$ cat src/sv/ivt_pkg.sv
// Shared types and constants for the indexed vector table.
// No dependencies; used by the channel interfaces and the top level.
package ivt_pkg;

  localparam int DEPTH_DEFAULT     = 64;
  localparam int WORD_BITS_DEFAULT = 32;
  localparam int WORD_BITS_MAX     = 64;

  localparam int CMD_BITS    = 3;
  localparam int POS_BITS    = 8;
  localparam int VALUE_BITS  = 32;
  localparam int DATA_BITS   = 32;
  localparam int INDEX_BITS  = 7;
  localparam int STATUS_BITS = 2;
  localparam int COUNT_BITS  = 7;

  // signed width for position math: position plus count plus one, with sign
  localparam int ARITH_BITS = 10;

  typedef enum logic [CMD_BITS-1:0] {
    CMD_APPEND = 3'd0,
    CMD_INSERT = 3'd1,
    CMD_GET    = 3'd2,
    CMD_PUT    = 3'd3,
    CMD_FIND   = 3'd4,
    CMD_REMOVE = 3'd5,
    CMD_CLEAR  = 3'd6,
    CMD_NOP    = 3'd7
  } cmd_t;

  typedef enum logic [STATUS_BITS-1:0] {
    ST_OK      = 2'd0,
    ST_INVALID = 2'd1,
    ST_FULL    = 2'd2
  } status_t;

endpackage

$ cat src/sv/ivt_if.sv
// Request and response channel interfaces for the indexed vector table.
// Depends on ivt_pkg.
interface ivt_req_if;
  logic                                valid;
  logic                                ready;
  ivt_pkg::cmd_t                       command;
  logic signed [ivt_pkg::POS_BITS-1:0] position;
  logic [ivt_pkg::VALUE_BITS-1:0]      value;

  modport source (output valid, command, position, value, input ready);
  modport sink   (input valid, command, position, value, output ready);
endinterface

interface ivt_rsp_if;
  logic                             valid;
  logic                             ready;
  logic [ivt_pkg::DATA_BITS-1:0]    data_out;
  logic [ivt_pkg::INDEX_BITS-1:0]   found_index;
  ivt_pkg::status_t                 status;
  logic [ivt_pkg::COUNT_BITS-1:0]   count;

  modport source (output valid, data_out, found_index, status, count, input ready);
  modport sink   (input valid, data_out, found_index, status, count, output ready);
endinterface

$ cat src/sv/ivt_ram.sv
// Generic single-clock RAM: one write port, one read port, registered read.
// No dependencies.
module ivt_ram #(
  parameter int WIDTH = 32,
  parameter int DEPTH = 64,
  parameter int AW    = (DEPTH > 1) ? $clog2(DEPTH) : 1
) (
  input  logic             clk,
  input  logic             wr_en,
  input  logic [AW-1:0]    wr_addr,
  input  logic [WIDTH-1:0] wr_data,
  input  logic             rd_en,
  input  logic [AW-1:0]    rd_addr,
  output logic [WIDTH-1:0] rd_data
);

  logic [WIDTH-1:0] mem [DEPTH];

  always_ff @(posedge clk) begin
    if (wr_en) begin
      mem[wr_addr] <= wr_data;
    end
    if (rd_en) begin
      rd_data <= mem[rd_addr];
    end
  end

endmodule

$ cat src/sv/indexed_vector_table_top.sv
// Indexed vector table top level: control sequencer around one entry RAM.
// Depends on ivt_pkg, ivt_req_if / ivt_rsp_if and ivt_ram.

// A packed table of up to DEPTH words of WORD_BITS bits plus an entry count.
// Each request carries one command (append, insert at, get, put, find,
// remove at, clear, or no-op on code seven) and yields exactly one response.
// A negative position counts from the end. One request is worked at a time;
// the entries live in a single RAM with one write and one registered read
// port, and every walk over the table moves one entry per cycle through it.
// A new request is taken while the previous response still waits in the
// output register. The table needs no clearing pass after reset: only
// entries below the count are ever read.
module indexed_vector_table_top #(
  parameter int DEPTH     = ivt_pkg::DEPTH_DEFAULT,
  parameter int WORD_BITS = ivt_pkg::WORD_BITS_DEFAULT
) (
  input logic      clk,
  input logic      rst,
  ivt_req_if.sink  req,
  ivt_rsp_if.source rsp
);

  localparam int IDX_W = (DEPTH > 1) ? $clog2(DEPTH) : 1;
  localparam int CNT_W = $clog2(DEPTH + 1);
  localparam int AW    = ivt_pkg::ARITH_BITS;
  localparam int WMAX  = ivt_pkg::WORD_BITS_MAX;

  localparam logic signed [AW-1:0] DEPTH_A = AW'(DEPTH);
  localparam logic signed [AW-1:0] ONE_A   = AW'(1);

  typedef enum logic [2:0] {
    S_IDLE,
    S_GET,
    S_SHIFT_UP,
    S_PAD,
    S_FIND,
    S_RM_FIRST,
    S_SHIFT_DN,
    S_DONE
  } state_t;

  // sequencer registers
  state_t                    state, state_next;
  logic [CNT_W-1:0]          cnt, cnt_next;
  logic [WORD_BITS-1:0]      word, word_next;     // request value, masked
  logic [IDX_W-1:0]          pos, pos_next;       // resolved target entry
  logic [IDX_W-1:0]          wa, wa_next;         // walk pointer

  // result being assembled
  logic [ivt_pkg::DATA_BITS-1:0] res_data, res_data_next;
  logic [IDX_W-1:0]              res_found, res_found_next;
  ivt_pkg::status_t              res_status, res_status_next;

  // output register
  logic                            out_valid, out_valid_next;
  logic [ivt_pkg::DATA_BITS-1:0]   out_data, out_data_next;
  logic [ivt_pkg::INDEX_BITS-1:0]  out_found, out_found_next;
  ivt_pkg::status_t                out_status, out_status_next;
  logic [ivt_pkg::COUNT_BITS-1:0]  out_count, out_count_next;

  // RAM ports
  logic                 mem_we;
  logic [IDX_W-1:0]     mem_waddr;
  logic [WORD_BITS-1:0] mem_wdata;
  logic                 mem_re;
  logic [IDX_W-1:0]     mem_raddr;
  logic [WORD_BITS-1:0] mem_rdata;

  // value masked to the word width, RAM data widened for the result field
  logic [WMAX-1:0]            val_wide;
  logic [WORD_BITS-1:0]       word_in;
  logic [WMAX-1:0]            rdata_wide;
  logic [ivt_pkg::DATA_BITS-1:0] rdata_out;

  // position resolution
  logic signed [AW-1:0] pos_s;
  logic signed [AW-1:0] cnt_a;
  logic signed [AW-1:0] ex_p;
  logic                 ex_ok;
  logic signed [AW-1:0] ins_raw;
  logic signed [AW-1:0] ins_p;
  logic signed [AW-1:0] put_raw;
  logic signed [AW-1:0] put_p;
  logic                 full;

  ivt_ram #(
    .WIDTH (WORD_BITS),
    .DEPTH (DEPTH),
    .AW    (IDX_W)
  ) u_ram (
    .clk     (clk),
    .wr_en   (mem_we),
    .wr_addr (mem_waddr),
    .wr_data (mem_wdata),
    .rd_en   (mem_re),
    .rd_addr (mem_raddr),
    .rd_data (mem_rdata)
  );

  assign val_wide   = WMAX'(req.value);
  assign word_in    = val_wide[WORD_BITS-1:0];
  assign rdata_wide = WMAX'(mem_rdata);
  assign rdata_out  = rdata_wide[ivt_pkg::DATA_BITS-1:0];

  assign pos_s = $signed({{(AW - ivt_pkg::POS_BITS){req.position[ivt_pkg::POS_BITS-1]}},
                          req.position});
  assign cnt_a = $signed(AW'(cnt));
  assign full  = (cnt_a >= DEPTH_A);

  // get / remove: negative counts from the end, must land inside the table
  assign ex_p  = pos_s[AW-1] ? (pos_s + cnt_a) : pos_s;
  assign ex_ok = !ex_p[AW-1] && (ex_p < cnt_a);

  // insert: negative counts from one past the end, clamped to 0..count
  assign ins_raw = pos_s[AW-1] ? (pos_s + cnt_a + ONE_A) : pos_s;
  always_comb begin
    if (ins_raw[AW-1]) begin
      ins_p = '0;
    end else if (ins_raw > cnt_a) begin
      ins_p = cnt_a;
    end else begin
      ins_p = ins_raw;
    end
  end

  // put: negative counts from the end, floor at zero
  assign put_raw = pos_s[AW-1] ? (pos_s + cnt_a) : pos_s;
  assign put_p   = put_raw[AW-1] ? '0 : put_raw;

  assign req.ready       = (state == S_IDLE);
  assign rsp.valid       = out_valid;
  assign rsp.data_out    = out_data;
  assign rsp.found_index = out_found;
  assign rsp.status      = out_status;
  assign rsp.count       = out_count;

  always_comb begin
    state_next      = state;
    cnt_next        = cnt;
    word_next       = word;
    pos_next        = pos;
    wa_next         = wa;
    res_data_next   = res_data;
    res_found_next  = res_found;
    res_status_next = res_status;
    out_valid_next  = out_valid;
    out_data_next   = out_data;
    out_found_next  = out_found;
    out_status_next = out_status;
    out_count_next  = out_count;

    mem_we    = 1'b0;
    mem_waddr = wa;
    mem_wdata = word;
    mem_re    = 1'b0;
    mem_raddr = wa;

    if (out_valid && rsp.ready) begin
      out_valid_next = 1'b0;
    end

    case (state)
      S_IDLE: begin
        if (req.valid) begin
          word_next       = word_in;
          res_data_next   = '0;
          res_found_next  = '0;
          res_status_next = ivt_pkg::ST_OK;
          state_next      = S_DONE;
          case (req.command)
            ivt_pkg::CMD_APPEND: begin
              if (full) begin
                res_status_next = ivt_pkg::ST_FULL;
              end else begin
                mem_we    = 1'b1;
                mem_waddr = IDX_W'(cnt);
                mem_wdata = word_in;
                cnt_next  = cnt + 1'b1;
              end
            end
            ivt_pkg::CMD_INSERT: begin
              if (full) begin
                res_status_next = ivt_pkg::ST_FULL;
              end else begin
                // shift entries above the slot up, walking down from the end
                pos_next   = IDX_W'(ins_p);
                wa_next    = IDX_W'(cnt);
                state_next = S_SHIFT_UP;
                if (cnt_a > ins_p) begin
                  mem_re    = 1'b1;
                  mem_raddr = IDX_W'(cnt - 1'b1);
                end
              end
            end
            ivt_pkg::CMD_GET: begin
              if (!ex_ok) begin
                res_status_next = ivt_pkg::ST_INVALID;
              end else begin
                mem_re     = 1'b1;
                mem_raddr  = IDX_W'(ex_p);
                state_next = S_GET;
              end
            end
            ivt_pkg::CMD_PUT: begin
              if (put_p < cnt_a) begin
                mem_we    = 1'b1;
                mem_waddr = IDX_W'(put_p);
                mem_wdata = word_in;
              end else if (put_p >= DEPTH_A) begin
                res_status_next = ivt_pkg::ST_FULL;
              end else begin
                // zero-fill from count up to the target, then store
                pos_next   = IDX_W'(put_p);
                wa_next    = IDX_W'(cnt);
                state_next = S_PAD;
              end
            end
            ivt_pkg::CMD_FIND: begin
              res_status_next = ivt_pkg::ST_INVALID;
              if (cnt != '0) begin
                mem_re     = 1'b1;
                mem_raddr  = '0;
                wa_next    = '0;
                state_next = S_FIND;
              end
            end
            ivt_pkg::CMD_REMOVE: begin
              if (!ex_ok) begin
                res_status_next = ivt_pkg::ST_INVALID;
              end else begin
                mem_re     = 1'b1;
                mem_raddr  = IDX_W'(ex_p);
                wa_next    = IDX_W'(ex_p);
                state_next = S_RM_FIRST;
              end
            end
            ivt_pkg::CMD_CLEAR: begin
              cnt_next = '0;
            end
            default: begin
            end
          endcase
        end
      end

      S_GET: begin
        res_data_next = rdata_out;
        state_next    = S_DONE;
      end

      S_SHIFT_UP: begin
        mem_we = 1'b1;
        if (wa == pos) begin
          mem_waddr  = pos;
          mem_wdata  = word;
          cnt_next   = cnt + 1'b1;
          state_next = S_DONE;
        end else begin
          mem_waddr = wa;
          mem_wdata = mem_rdata;
          wa_next   = wa - 1'b1;
          if ((wa - 1'b1) > pos) begin
            mem_re    = 1'b1;
            mem_raddr = IDX_W'(wa - 2'd2);
          end
        end
      end

      S_PAD: begin
        mem_we = 1'b1;
        if (wa == pos) begin
          mem_waddr  = pos;
          mem_wdata  = word;
          cnt_next   = CNT_W'(pos) + 1'b1;
          state_next = S_DONE;
        end else begin
          mem_waddr = wa;
          mem_wdata = '0;
          wa_next   = wa + 1'b1;
        end
      end

      S_FIND: begin
        if (mem_rdata == word) begin
          res_found_next  = wa;
          res_status_next = ivt_pkg::ST_OK;
          state_next      = S_DONE;
        end else if ((CNT_W'(wa) + 1'b1) == cnt) begin
          state_next = S_DONE;
        end else begin
          mem_re    = 1'b1;
          mem_raddr = wa + 1'b1;
          wa_next   = wa + 1'b1;
        end
      end

      S_RM_FIRST: begin
        res_data_next = rdata_out;
        if ((CNT_W'(wa) + 1'b1) < cnt) begin
          mem_re     = 1'b1;
          mem_raddr  = wa + 1'b1;
          state_next = S_SHIFT_DN;
        end else begin
          cnt_next   = cnt - 1'b1;
          state_next = S_DONE;
        end
      end

      S_SHIFT_DN: begin
        // rdata holds entry wa+1, moved down into wa
        mem_we    = 1'b1;
        mem_waddr = wa;
        mem_wdata = mem_rdata;
        if (((CNT_W + 1)'(wa) + 2'd2) < (CNT_W + 1)'(cnt)) begin
          mem_re    = 1'b1;
          mem_raddr = IDX_W'(wa + 2'd2);
          wa_next   = wa + 1'b1;
        end else begin
          cnt_next   = cnt - 1'b1;
          state_next = S_DONE;
        end
      end

      S_DONE: begin
        // hand off once the response register is free or being drained
        if (!out_valid || rsp.ready) begin
          out_valid_next  = 1'b1;
          out_data_next   = res_data;
          out_found_next  = ivt_pkg::INDEX_BITS'(res_found);
          out_status_next = res_status;
          out_count_next  = ivt_pkg::COUNT_BITS'(cnt);
          state_next      = S_IDLE;
        end
      end

      default: begin
        state_next = S_IDLE;
      end
    endcase
  end

  always_ff @(posedge clk) begin
    if (rst) begin
      state     <= S_IDLE;
      cnt       <= '0;
      out_valid <= 1'b0;
    end else begin
      state     <= state_next;
      cnt       <= cnt_next;
      out_valid <= out_valid_next;
    end
    word       <= word_next;
    pos        <= pos_next;
    wa         <= wa_next;
    res_data   <= res_data_next;
    res_found  <= res_found_next;
    res_status <= res_status_next;
    out_data   <= out_data_next;
    out_found  <= out_found_next;
    out_status <= out_status_next;
    out_count  <= out_count_next;
  end

endmodule

$ cat src/flat_wrapper.sv
// flat-port wrapper written by rule: the top's interface ports become plain ports
module indexed_vector_table_top_flat 
#(
  parameter int DEPTH     = ivt_pkg::DEPTH_DEFAULT,
  parameter int WORD_BITS = ivt_pkg::WORD_BITS_DEFAULT
)
  (clk, rst, req_valid, req_command, req_position, req_value, req_ready, rsp_valid, rsp_data_out, rsp_found_index, rsp_status, rsp_count, rsp_ready);
  ivt_req_if req_i ();
  ivt_rsp_if rsp_i ();
  input logic clk;
  input logic rst;
  input wire logic [$bits(req_i.valid)-1:0] req_valid;
  input wire logic [$bits(req_i.command)-1:0] req_command;
  input wire logic [$bits(req_i.position)-1:0] req_position;
  input wire logic [$bits(req_i.value)-1:0] req_value;
  output wire logic [$bits(req_i.ready)-1:0] req_ready;
  output wire logic [$bits(rsp_i.valid)-1:0] rsp_valid;
  output wire logic [$bits(rsp_i.data_out)-1:0] rsp_data_out;
  output wire logic [$bits(rsp_i.found_index)-1:0] rsp_found_index;
  output wire logic [$bits(rsp_i.status)-1:0] rsp_status;
  output wire logic [$bits(rsp_i.count)-1:0] rsp_count;
  input wire logic [$bits(rsp_i.ready)-1:0] rsp_ready;
  assign req_i.valid = req_valid;
  assign req_i.command = req_command;
  assign req_i.position = req_position;
  assign req_i.value = req_value;
  assign req_ready = req_i.ready;
  assign rsp_valid = rsp_i.valid;
  assign rsp_data_out = rsp_i.data_out;
  assign rsp_found_index = rsp_i.found_index;
  assign rsp_status = rsp_i.status;
  assign rsp_count = rsp_i.count;
  assign rsp_i.ready = rsp_ready;
  indexed_vector_table_top #(.DEPTH(DEPTH), .WORD_BITS(WORD_BITS)) u_core (.clk(clk), .rst(rst), .req(req_i), .rsp(rsp_i));
endmodule
$ cat config.mk
export PLATFORM = sky130hd
export DESIGN_NAME = indexed_vector_table_top_flat
export DESIGN_NICKNAME = d
export VERILOG_FILES = /design/src/sv/ivt_pkg.sv /design/src/sv/ivt_if.sv /design/src/sv/ivt_ram.sv /design/src/sv/indexed_vector_table_top.sv /design/src/flat_wrapper.sv
export SDC_FILE = /design/constraint.sdc
export NUM_CORES = 2
export LEC_CHECK = 0
export BUFFER_PORTS_ARGS = -buffer_cell sky130_fd_sc_hd__buf_2
export CAP_MARGIN = 20
export CORE_ASPECT_RATIO = 1.1
export CORE_MARGIN = 3
export CORE_UTILIZATION = 40
export CTS_BUF_LIST = sky130_fd_sc_hd__clkbuf_16
export DETAILED_ROUTE_END_ITERATION = 6
export PLACE_DENSITY = 0.56
export SLEW_MARGIN = 10
export SYNTH_ARGS = -nofsm -noshare
export SYNTH_HDL_FRONTEND = slang
export SYNTH_SLANG_ARGS = --single-unit
$ cat constraint.sdc
create_clock -name clk -period 8.4 [get_ports clk]
set_clock_uncertainty 0.1 [all_clocks]
set_input_delay 0 -clock clk [delete_from_list [all_inputs] [get_ports clk]]
set_output_delay 0 -clock clk [all_outputs]
set_load 0.05 [all_outputs]
Word-level counts from Yosys, hierarchy flattened
Memories as Yosys holds them, arrays and structs flattened. A register that Yosys moved wholly into a read port is not among the register bits.
Cells that the tools add are included.
- register bits after elaboration: 142
- RAM bits: 2048
- input bits: 47
- output and inout bits: 50
- word-level logic and storage cells: 198
- memories kept: 1
- $add $sub $neg: 11
- $lt $le $gt $ge: 9
- equality and inequality tests: 36
- mux-type cells: 102
- reductions and logical operators: 26
- memories (memory ; words ; bits a word ; rd ports ; clocked after memory_dff ; wr ports ; RTL line ; RTL):
    u_core.u_ram.mem ; 64 ; 32 ; 1 ; 1 ; 1 ; ivt_ram.sv:17 ; logic [WIDTH-1:0] mem [DEPTH];
- operators by type and width (cell ; number):
    $mux 32 ; 6
    $mux 6 ; 26
    $pmux 32 s2 ; 2
    $pmux 32 s4 ; 1
    $pmux 6 s5 ; 2
    $pmux 6 s2 ; 4
    $mux 7 ; 6
    $pmux 7 s5 ; 1
    $eq 32x32->1 ; 1
    $mux 10 ; 3
    $mux 3 ; 10
    $pmux 6 s4 ; 1
    $eq 3x3->1 const B ; 7
    $mux 1 ; 21
    $pmux 3 s7 ; 1
    $lt 10x8->1 ; 2
    $mux 9 ; 2
    $pmux 6 s3 ; 1
    $ne 2x2->1 const B ; 8
    $reduce_and 8->1 ; 2
    $pmux 3 s5 ; 1
    $add 6x1->7 const B ; 2
    $mux 2 ; 7
    $pmux 7 s2 ; 1
    other kinds (42) ; 66

Logic depth before layout (Yosys ltp)
- depth in word-level cells: 12
- gate-level depth with buffers: 33
- gate-level depth less buffers: 29

Modules after synthesis
A second synthesis with hierarchy kept.
- cell total of the unflattened synthesis: 4535
- area total of the unflattened synthesis: 89351.9 um2
- by module, submodules not included (module ; times used ; cells an instance ; area an instance (um2) ; seq. area each (um2)):
    ivt_ram ; 1 ; 3511 ; 79359.9 ; 62459.9
    indexed_vector_table_top ; 1 ; 1024 ; 9992.1 ; 4154.0

Least setup slack after synthesis
Ideal clock, no wire load.
- path kind: register -> register
- from: register u_core.cnt[0]
- to: memory u_core.u_ram.mem[14][0], enable pin
- library setup time: 0.501 ns
- arrival: 7.779 ns
- data required time: 7.799 ns
- path slack: 0.020 ns
- stages on the path, launching flop included: 24
- path buffers: 3
- clock period less this slack: 8.380 ns
- cells stage by stage: dfxtp_1 ha_1 fa_1 a21o_1 a21oi_1 o21bai_1 a21oi_1 nor2b_1 o21ai_0 ha_1 clkbuf_1 nor2_1 ha_1 a21o_1 a21o_1 a21oi_1 o211ai_1 and3_1 buf_2 or2_1 a221oi_1 nand2_1 clkbuf_1 nor4_1
- cells in the longest elaborated chain, start to end: 10
- elaborated cells between the ends (all ways): 17
- classes of those cells: add/sub (1); order compare (2); mux (14)
- ends and longest elaborated chain (element ; RTL line ; RTL):
    start, declared ; indexed_vector_table_top.sv:44 ; logic [CNT_W-1:0] cnt, cnt_next;
    start signal, assigned ; indexed_vector_table_top.sv:349 ; cnt <= cnt_next;
    $add 8x8->9 ; indexed_vector_table_top.sv:127 ; assign put_raw = pos_s[AW-1] ? (pos_s + cnt_a) : pos_s;
    $mux 10 ; indexed_vector_table_top.sv:127 ;
    $mux 9 ; indexed_vector_table_top.sv:128 ; assign put_p = put_raw[AW-1] ? '0 : put_raw;
    $lt 10x8->1 ; indexed_vector_table_top.sv:205 ; if (put_p < cnt_a) begin
    $mux 1 ; indexed_vector_table_top.sv:205 ;
    $pmux 1 s2 ; indexed_vector_table_top.sv:170 ; case (req.command)
    $mux 1 ; indexed_vector_table_top.sv:164 ; if (req.valid) begin
    $pmux 1 s2 ; indexed_vector_table_top.sv:162 ; case (state)
    $mux 1 ; ivt_ram.sv:20 ; if (wr_en) begin
    $mux 1 (implied by the code) ; ivt_ram.sv:21 ; mem[wr_addr] <= wr_data;
    end, declared ; ivt_ram.sv:17 ;
Several ways; a longest one is shown, not always the timed one.

Worst setup path after layout
- from: register u_core.cnt[0]
- to: register u_core.u_ram.rd_data[18] (read register of u_core.u_ram.mem), data pin
- cells in the longest elaborated chain, start to end: 12
- elaborated cells between the ends (all ways): 39
- classes of those cells: add/sub (3); order compare (6); eq/ne (1); mux (26); reduce/logical (3)
- ends and longest elaborated chain (element ; RTL line ; RTL):
    $add 8x8->9 ; indexed_vector_table_top.sv:111, indexed_vector_table_top.sv:115 ;
    $add 10x2->10 ; indexed_vector_table_top.sv:115 ; assign ins_raw = pos_s[AW-1] ? (pos_s + cnt_a + ONE_A) : pos_s;
    $mux 10 ; indexed_vector_table_top.sv:115 ;
    $gt 10x8->1 ; indexed_vector_table_top.sv:119 ; end else if (ins_raw > cnt_a) begin
    $mux 9 ; indexed_vector_table_top.sv:119 ;
    $mux 10 ; indexed_vector_table_top.sv:117 ; if (ins_raw[AW-1]) begin
    $gt 8x10->1 ; indexed_vector_table_top.sv:189 ; if (cnt_a > ins_p) begin
    $mux 6 / $mux 1 (equally long branches) ; indexed_vector_table_top.sv:189 ;
    $mux 6 / $mux 1 (equally long branches) ; indexed_vector_table_top.sv:182 ; if (full) begin
    $pmux 6 s3 / $pmux 1 s3 (equally long branches) ; indexed_vector_table_top.sv:170 ;
    $mux 6 / $mux 1 (equally long branches) ; indexed_vector_table_top.sv:164 ;
    $pmux 6 s5 / $pmux 1 s5 (equally long branches) ; indexed_vector_table_top.sv:162 ;
    end, declared ; ivt_ram.sv:14 ; output logic [WIDTH-1:0] rd_data
Several ways; a longest one is shown, not always the timed one.
A chain may end at the register's enable or synchronous reset.

==> results.toml <==
[outcome]
status = "finished, final reports clean"

[synth]
ys.warnings.count = 0
synth_top_flop_cell = "sky130_fd_sc_hd__edfxtp_1"
seq_area_frac_synth_pct = 71.71
synth_cell_type_count = 87
proportion_of_synthesized_flip_flops_having_asynchronous_set_or_reset_pct = 0
synthesis.nets = 6517
synth_top_area_share_pct = 71.47
syn_area_cell_um2 = 14.51
synth-edff-count = 2211
syn_inst_count = 6404
mappedNetlistArea_um2 = 92890
yosys_register_bits = 2222
ys_top_cells_by_area = "sky130_fd_sc_hd__edfxtp_1 71%, sky130_fd_sc_hd__mux2i_1 8.7%, sky130_fd_sc_hd__nand2_1 4.5%, sky130_fd_sc_hd__nand3_1 3.9%, sky130_fd_sc_hd__mux2_2 0.91%"
synth_top_area_cell = "sky130_fd_sc_hd__edfxtp_1"

[sta]
timing.final.max_slew_violations = 0
final.min_clock_period_ns = 8.196
finalHoldViolations = 0
setup-violations-final = 0
timing.final.crit_share_pct = 97.57
clock.fmax_mhz = 122.0
worst_margin_slew_ns = 1.168
timing.setup.tns_ns = 0
rsz0062_at_grt = "true"
maxSlewHeadroom_pct = 22.12

[final_layout]
syn2layout_area_growth_pct = 15.85
layout.cells.most_common = "sky130_fd_sc_hd__edfxtp_1"
drive_above_1_share_pct = 14.26
nets = 6867
final_cell_mix = "2211 x sky130_fd_sc_hd__edfxtp_1, 1107 x sky130_fd_sc_hd__nand2_1, 805 x sky130_fd_sc_hd__mux2i_1"

[cts]
clk_transition_reported_paths_ns = 0.06
tritoncts = "built"
clockBufferDepth = 3
cts_root_buffer = "sky130_fd_sc_hd__clkbuf_16"
cts_made_buffers = 213
cts.sinks = 2222
clock_insertion_delay_worst_skew_ns = 0.87
ctsHtreeMaxLevel = 4

[global_routing]
largest_net_degree_at_the_start_of_global_routing = 128
grt_pass1_vias = 54820
grt.met1_usage_pct = 32.57
grt_util_met3_pct = 3.815
global_route.usage.met2_pct = 37.17
globalRouteOverflowTotal = 0
grtUsageTotal_pct = 23.22
top_usage_layer = "met2"
antenna_found_initial = 30
grt_pass1_wl_um = 403600

[worst_setup_path]
rrSetupSlack_ns = 0.20
crit_required_ns = 8.90
timing.critical_path.slowest_cell_delay_ns = 0.57
worst-path-max-fanout = 24
cpMostUsedCell = "sky130_fd_sc_hd__o21a_1"
r2r_end = "u_core.u_ram.rd_data[18]$_DFFE_PP_"
slowest_stage = "sky130_fd_sc_hd__o22ai_1"
crit_path_start_kind = "register"
timing.critical_path.arrival_ns = 8.70
crit_path_end_kind = "register"
rr_startpoint = "u_core.cnt[0]$_SDFFE_PP0P_"
crit_path_capture = "u_core.u_ram.rd_data[18]$_DFFE_PP_"
reg2regPathDepth = 29
critical_path.startpoint = "u_core.cnt[0]$_SDFFE_PP0P_"
worstSetupPathType = "reg2reg"

[drt]
num_vias = 57540
drt_first_pass_iters = 7
dr.first_iter.drc_count = 6627
detail-route-antenna-nets = 0
drc_errors = 0
via_per_inst = 5.741
routed_wire_length_per_instance_um = 28.44
totalWireLength_um = 285000

[floorplanning]
die_w_um = 465.5
floorplan.io_pins = 97
row_count = 184
design.die.area_um2 = 238100
core_region_area_um2 = 229800
start_util_pct = 40.43
die_height_um = 511.4

[place]
io_buffers = 95
globalplace.congestion = 0.9174
detailed_place_hpwl_um = 169200

[min_path]
timing.hold.worst_path_depth = 4
hold_path.class = "in2reg"

[job]
max_cap_violations = 0
==> registers in the layout, indices dropped and copies added (netlist names), 7 cells and up <==
name                  cells
u_core.cnt                7
u_core.res_data          32
u_core.rsp.count          7
u_core.rsp.data_out      32
u_core.u_ram.mem       2048
u_core.u_ram.rd_data     32
u_core.word              32
==> critical path: cells and delay by family (launching register included) <==
kind | cells | cell delay [ns]
adders and majority gates | 5 | 1.52
xor gates and xnor gates | 1 | 0.16
muxes | 3 | 1.05
DFF | 1 | 0.31
and+or+nand+nor | 4 | 1.12
buffers and inverters | 3 | 0.63
AOI/OAI and AO/OA | 13 | 2.95
==> through the flow <==
stage | std cells | util (%) | worst slack (ns) | hold slack, ns | cell area (um^2)
4_1_cts | 9990 | 46.64 | 0.006298 | 0.004094 | 107200
6_report | 10020 | 46.84 | 0.2045 | 0.05926 | 107600
5_1_grt | 10010 | 46.83 | -0.03411 | 0.09190 | 107600
3_3_place_gp | 9512 | 43.26 | -0.4578 | 0.09700 | 99400
3_5_place_dp | 9512 | 43.26 | -0.4108 | 0.1054 | 99400
2_1_floorplan | 6404 | - | 0.01957 | -0.001131 | 92890
==> how the worst min path moves through the flow <==
stage	start	to	slack (ns)
floorplan	req_value[0]	u_core.word[0]$_DFFE_PP_	-0.001
finish	req_position[7]	u_core.pos[0]$_DFFE_PP_	0.06
global route	req_position[7]	u_core.pos[0]$_DFFE_PP_	0.09
CTS	req_position[7]	u_core.pos[0]$_DFFE_PP_	0.004
detailed placement	req_value[8]	u_core.word[8]$_DFFE_PP_	0.11
global placement	req_value[8]	u_core.word[8]$_DFFE_PP_	0.1
==> timing repair <==
action | in CTS | in global routing
setup buffers | 0 | 12
hold buffers | 80 | 0
gates resized for setup | 12 | 30
cloned | 0 | 5
endpoints found under the hold margin | 230 | 0
pin swaps | 6 | 13
endpoints found under the setup margin | 10 | 20
==> layer usage <==
layer / part of all wire (%) / vias to the layer above
li1: - / 25100
met1: 42 / 29500
met2: 47 / 2497
met3: 7.9 / 425
met4: 3.1 / 10
met5: 0.024 / -
==> synthesized netlist by cell type, types with 31 or more instances <==
library cell and number:
sky130_fd_sc_hd__xnor2_1 32, sky130_fd_sc_hd__nor2_1 76, sky130_fd_sc_hd__xor2_1 43, sky130_fd_sc_hd__nand4_1 70
sky130_fd_sc_hd__nor4_1 69, sky130_fd_sc_hd__nand3_1 728, sky130_fd_sc_hd__mux2i_1 805, sky130_fd_sc_hd__mux2_2 75
sky130_fd_sc_hd__nand2_1 1107, sky130_fd_sc_hd__nor3_1 39, sky130_fd_sc_hd__buf_1 34, sky130_fd_sc_hd__a222oi_1 32
sky130_fd_sc_hd__inv_1 69, sky130_fd_sc_hd__and2_1 40, sky130_fd_sc_hd__edfxtp_1 2211, sky130_fd_sc_hd__o21ai_0 66
sky130_fd_sc_hd__and4b_1 31, sky130_fd_sc_hd__o22ai_1 42, sky130_fd_sc_hd__a21oi_1 57, sky130_fd_sc_hd__buf_4 34
sky130_fd_sc_hd__a32oi_1 96, sky130_fd_sc_hd__ha_1 65, sky130_fd_sc_hd__clkbuf_1 155, sky130_fd_sc_hd__buf_2 160
==> layout make-up <==
class | instances | area [um^2]
Tap cell | 3069 | 3840
Multi-Input combinational cell | 3709 | 24750
Sequential cell | 2222 | 66610
Clock inverter | 183 | 1520
Clock buffer | 215 | 5380
Timing Repair Buffer | 538 | 5213
Antenna cell | 16 | 40.04
Fill cell | 20010 | 122100
Inverter | 70 | 262.8
==> cell families after synthesis <==
logic type                 share of synthesized area, %
muxes                                             9.598
DFF                                               71.71
other                                          0.004037
xor gates and xnor gates                         0.7071
and+or+nand+nor                                   11.01
AOI/OAI and AO/OA                                 3.654
buffers and inverters                             2.419
adders and majority gates                        0.8971
Power is left out: the tool's default activity adds up to more than one toggle a clock period on the data nets, which glitch-free logic cannot reach.
